**config.mk**
```make
export PLATFORM = sky130hd
export DESIGN_NAME = aspit_merge
export DESIGN_NICKNAME = d
export VERILOG_FILES = /design/src/sv/aspit_pkg.sv /design/src/sv/aspit_merge.sv
export SDC_FILE = /design/constraint.sdc
export NUM_CORES = 1
export LEC_CHECK = 0
export BUFFER_PORTS_ARGS = -buffer_cell sky130_fd_sc_hd__buf_2
export CORE_AREA = 4 4 73 75
export DETAILED_ROUTE_END_ITERATION = 12
export DIE_AREA = 0 0 77 79
export PLACE_DENSITY_LB_ADDON = 0.2
export SYNTH_ARGS = -nofsm -noshare
export SYNTH_HDL_FRONTEND = slang
export SYNTH_SLANG_ARGS = --single-unit
```
**constraint.sdc**
```tcl
create_clock -name clk -period 6.1 [get_ports clk]
set_clock_uncertainty 0.05 [all_clocks]
set_input_delay 0.915 -clock clk [delete_from_list [all_inputs] [get_ports clk]]
set_output_delay 0.915 -clock clk [all_outputs]
set_load 0.01 [all_outputs]
```
**src/sv/aspit_pkg.sv**
```systemverilog
// shared types and constants of the angle-sum point-in-triangle test
`default_nettype none
package aspit_pkg;

  localparam int COORD_WIDTH     = 16;
  localparam int ANGLE_FRAC_BITS = 12;

  localparam int NUM_LANES = 3;

  // vector components and exact products
  localparam int DIFF_W = COORD_WIDTH + 1;
  localparam int NORM_W = 2 * DIFF_W;
  localparam int HALF_W = NORM_W / 2;
  localparam int PROD_W = 2 * NORM_W;

  // cosine search: quotient dot^2 * 2^28 / (|a|^2 |b|^2), then its root
  localparam int Q14        = 14;
  localparam int DIV_STEPS  = 2 * Q14 + 1;
  localparam int Q_W        = DIV_STEPS;
  localparam int SQRT_IN_W  = 2 * Q14 + 1;
  localparam int ROOT_IW    = SQRT_IN_W + 1;
  localparam int ROOT_W     = Q14 + 1;
  localparam int ROOT_STEPS = Q14 + 1;
  localparam int ONE_Q14    = 16384;

  // arccosine polynomial, Q16
  localparam int C3_Q16 = 1227;
  localparam int C2_Q16 = 4867;
  localparam int C1_Q16 = 13901;
  localparam int C0_Q16 = 102939;
  localparam int PI_Q16 = 205887;

  localparam int M1_W  = 26;
  localparam int R1_W  = 13;
  localparam int M2_W  = 28;
  localparam int R2_W  = 14;
  localparam int M3_W  = 29;
  localparam int R3_W  = 17;
  localparam int M4_W  = 32;
  localparam int ANGLE_W = 18;
  localparam int ASHIFT  = 16 - ANGLE_FRAC_BITS;

  localparam int SUM_W = ANGLE_W + 2;
  localparam int OUT_W = 16;
  localparam int THR_W = 16;
  localparam logic [THR_W-1:0] THR_RESET = THR_W'(25559);

  // register stages of one lane: products, norms, partial products, sums,
  // division, root, clamp, root, polynomial
  localparam int LANE_LAT = 4 + DIV_STEPS + ROOT_STEPS + 1 + ROOT_STEPS + 5;
  localparam int PIPE_LAT = LANE_LAT + 1;

  typedef logic [ANGLE_W-1:0] angle_t;

  typedef struct packed {
    logic neg;
    logic zero;
  } side_t;

endpackage
`default_nettype wire

```
**src/sv/aspit_merge.sv**
```systemverilog
// sums the lane angles, compares against the threshold, holds the result item
`default_nettype none
module aspit_merge (
  input  logic                          clk,
  input  logic                          rst_n,
  input  logic                          last_valid,
  input  aspit_pkg::angle_t             lane_angle [aspit_pkg::NUM_LANES],
  input  logic [aspit_pkg::THR_W-1:0]   threshold,
  input  logic                          out_stall,
  output logic                          en,
  output logic                          out_valid,
  output logic                          out_inside_res,
  output logic [aspit_pkg::OUT_W-1:0]   out_angle_sum
);
  import aspit_pkg::*;

  localparam logic [SUM_W-1:0] SUM_MAX = SUM_W'(3 * (PI_Q16 >> ASHIFT));

  logic              out_free;
  logic [SUM_W-1:0]  sum_c;
  logic [OUT_W-1:0]  sat_c;
  logic              out_valid_r;
  logic              inside_r;
  logic [OUT_W-1:0]  sum_r;

  assign out_free = !out_valid_r || !out_stall;
  assign en       = out_free || !last_valid;

  always_comb begin
    sum_c = '0;
    for (int i = 0; i < NUM_LANES; i++) sum_c = sum_c + SUM_W'(lane_angle[i]);
  end

  assign sat_c = (sum_c > SUM_W'({OUT_W{1'b1}})) ? {OUT_W{1'b1}} : OUT_W'(sum_c);

  always_ff @(posedge clk) begin
    if (!rst_n) begin
      out_valid_r <= 1'b0;
    end else if (out_free) begin
      out_valid_r <= last_valid;
    end
  end

  always_ff @(posedge clk) begin
    if (out_free && last_valid) begin
      sum_r    <= sat_c;
      inside_r <= sat_c > threshold;
    end
  end

  assign out_valid      = out_valid_r;
  assign out_inside_res = inside_r;
  assign out_angle_sum  = sum_r;

  // an item leaving the pipeline always lands in the output register
  a_load: assert property (@(posedge clk) disable iff (!rst_n)
    $past(en) && $past(last_valid) |-> out_valid_r)
    else $error("item dropped at output register");

  // pipeline only freezes behind a held result
  a_freeze: assert property (@(posedge clk) disable iff (!rst_n)
    !en |-> out_valid_r && out_stall && last_valid)
    else $error("pipeline stalled without a waiting result");

  // three angles of at most pi each
  a_range: assert property (@(posedge clk) disable iff (!rst_n)
    out_valid_r |-> (SUM_W'(sum_r) <= SUM_MAX) || (sum_r == {OUT_W{1'b1}}))
    else $error("angle sum out of range");

endmodule
`default_nettype wire
```
==> results.md <==
* Outcome: complete, no violations
* Worst-case reg-to-reg path depth at 2
* Max H-tree Level at 1
* Static Leakage at 1.33 nW
* Routed length per instance at around 13 um
* Layout net count at 456
* Global-route wire length before repair at 8330 um
* Worst setup SP type: input pin
* Vias at 2034
* Synthesized flop and latch total at 18
* Post-layout min period at 5.31 ns
* Post-Syn Instances at 233
* Inserted Clock Buffers at 3
* Total gr overflow at 0
* Syn Nets at between 300 and 400
* CTS max path bufs at 2
* Setup-failing EPs final at 0
* Number of global-route vias before repair at 1970
* Worst EP required at about 6.1 ns
* Worst Hold End: out_valid$_SDFFE_PN0N_
* Area delta synth->final at 25.2%
* Count of final max-slew check failures at 0
* HP Class: flip-flop to flip-flop
* Placed Instance Area at 0.00284 mm2
* Synth warn at 0
* Clock-pin slew on the worst setup and hold paths at approximately 0.06 ns
* Yosys cell types at 46
* CTS tree: yes
* N_diodes at 0
* Root buf cell: clkbuf_8
* RSZ-0062 raised after global routing: false
* Fraction of registers with async set/reset at 0%
* VDD IR max at 77.9 uV
* FMAX at between 150 and 200 MHz
* Share of post-route cells with drive strength above 1 at approximately a third
* Post-detailed-route count of antenna-violating nets at 0
* Synth top cells by count: 33 x ha_1, 25 x inv_1, 20 x nand2_1, 19 x fa_1
* Dpl ws at 0.513 ns
* Rel. slew slack at 62.8%
* Hold Vio Cnt, Final at 0
* Drt total wl at 4970 um
* Pre-antenna DRT Iters at 4
* Max-capacitance violation count at 0
* Setup TNS at 0 ns
* # Post-CTS Setup Buffers at 0
* DR DRC count at 0
* CP Capture Type: flip-flop
* Worst r2r src: out_valid$_SDFFE_PN0N_
* FP Rows at 25
* Synth top area share at 22.1%
* Die footprint at 0.00608 mm2
* Slew of the pin with the lowest slew margin at roughly 0.55 ns
* Fin worst setup slack at approximately 0.79 ns
* Sequential area share after synthesis at between 20% and 30%
* Crit Reg-Reg Endpoint: out_angle_sum[2]$_DFFE_PP_
* Initial antenna violation count at 0
* Core region area at 0.00466 mm2
* Area of the multi-input gates at about 0.0017 mm2
* IO buf count at between 90 and 100
* Tot GR Track Use at 16.6%
* Worst Hold Launch: out_valid$_SDFFE_PN0N_
* Design area at 0.00289 mm2
* Synth top area cells: edfxtp_1 22%, ha_1 18%, fa_1 16%
* Initial Util at between 40% and 50%
* Area leader, netlist: edfxtp_1
* Largest net degree at the start of global routing at 18
* PwrDens at 204 mW/mm2
* Starting DRC count in detailed routing at 65
* Worst hold path stage count at 2
* Flop2flop setup slack at a little over 5 ns
* Die width at between 70 and 80 um
* Vias per cell at roughly 5.3
* Post-CTS Hold Buffers at 0
* Placer Congestion at 0.792
* HPWL after DPL at ~4400 um
* CP Max Fanout at 12
* Clk Latency, worst-skew pair at 0.25 ns
* Fill cells at 414
* Synthesized cell area at ~0.0023 mm2
* Final Cycle Share at 87.0%
* Post-synth EDFFs at 17
* Crit Path Class: input pin to flip-flop
* Setup crit start: lane_angle[1]
* Mean Syn Cell Area at 9.92 um2
* Clock Sinks at 18
* Post_cts resized at 0
* Worst Path Arrival at 5.26 ns
* Die span in y at 79 um
* Most common cell in the synthesized netlist: ha_1
* # IOs at 93
* Top FF cell, synth: edfxtp_1
* Reg area at between 500 and 600 um2
## cell type report
type,count,area share (%)
sequential,18,18.3
tap,54,2.34
timing repair buffer,94,16.4
multi-input combinational,188,57.7
clock buffer,4,1.90
inverter,25,3.24
## worst max path at each step
| stage | endpoint | depth (start not counted) |
|---|---|---|
| detailed placement | out_inside_res$_DFFE_PP_ | 21 |
| CTS | out_inside_res$_DFFE_PP_ | 21 |
| floorplan | out_inside_res$_DFFE_PP_ | 21 |
| global route | out_inside_res$_DFFE_PP_ | 21 |
| global placement | out_inside_res$_DFFE_PP_ | 21 |
| finish | out_inside_res$_DFFE_PP_ | 21 |
## power by group
group | internal [mW] | leakage [nW] | switching, mW
Sequential | 0.148 | 0.143 | 0.00190
Combinational | 0.157 | 1.16 | 0.190
Clock | 0.0572 | 0.0288 | 0.0359
## layout by cell type (no fill, tap or decap), types with 7 or more instances in the layout
cell type | synthesis | routed
fa_1 | 19 | 19
o21ai_0 | 8 | 8
nand2_1 | 20 | 20
a21oi_1 | 17 | 17
edfxtp_1 | 17 | 17
buf_2 | 0 | 92
ha_1 | 33 | 33
nand4_1 | 7 | 7
inv_1 | 25 | 25
nor2_1 | 12 | 12
## routing by layer
metal	up-vias	part of all wire (%)	GRT usage, %
met4	0	1.3	4.98
met3	7	6.8	2.61
li1	1037	-	-
met2	67	49	29.1
met5	-	0	0
met1	923	43	21.2
## cells by family after synthesis
kind of cell / synth area share [%]
multiplexers: 0.650
adder cells (fa/ha/maj): 34.3
XOR/XNOR: 4.17
AND/OR/NAND/NOR: 13.8
flip-flops: 23.0
buffers and inverters: 4.76
AO/OA/AOI/OAI: 19.4
## critical path: stages
cell,delay [ns]
buf_2,0.07
inv_1,0.04
fa_1,0.52
inv_1,0.04
ha_1,0.21
fa_1,0.43
a211oi_1,0.36
o211ai_1,0.20
and3_2,0.24
a211o_1,0.26
o211a_2,0.16
nor3_4,0.37
nand2b_1,0.15
ha_1,0.31
nor2b_1,0.13
o21a_1,0.16
o21a_1,0.16
o21a_1,0.16
o211ai_1,0.14
a21oi_1,0.08
a2bb2oi_1,0.14
## registers in the layout, summed over array words and instances, names as in the netlist
signal / count
out_angle_sum: 16
out_inside_res: 1
out_valid: 1
## per-stage QoR
step / total power [mW] / instances / hold slack, ns / util, %
3_5_place_dp: 0.501 / 379 / 0.493 / 60.9
6_report: 0.590 / 383 / 0.492 / 62.1
5_1_grt: 0.647 / 383 / 0.575 / 62.1
4_1_cts: 0.597 / 383 / 0.503 / 62.1
2_1_floorplan: 0.410 / 233 / 0.506 / -
3_3_place_gp: 0.496 / 379 / 0.484 / 60.9
No activity file was read; power rests on OpenSTA's default activity.
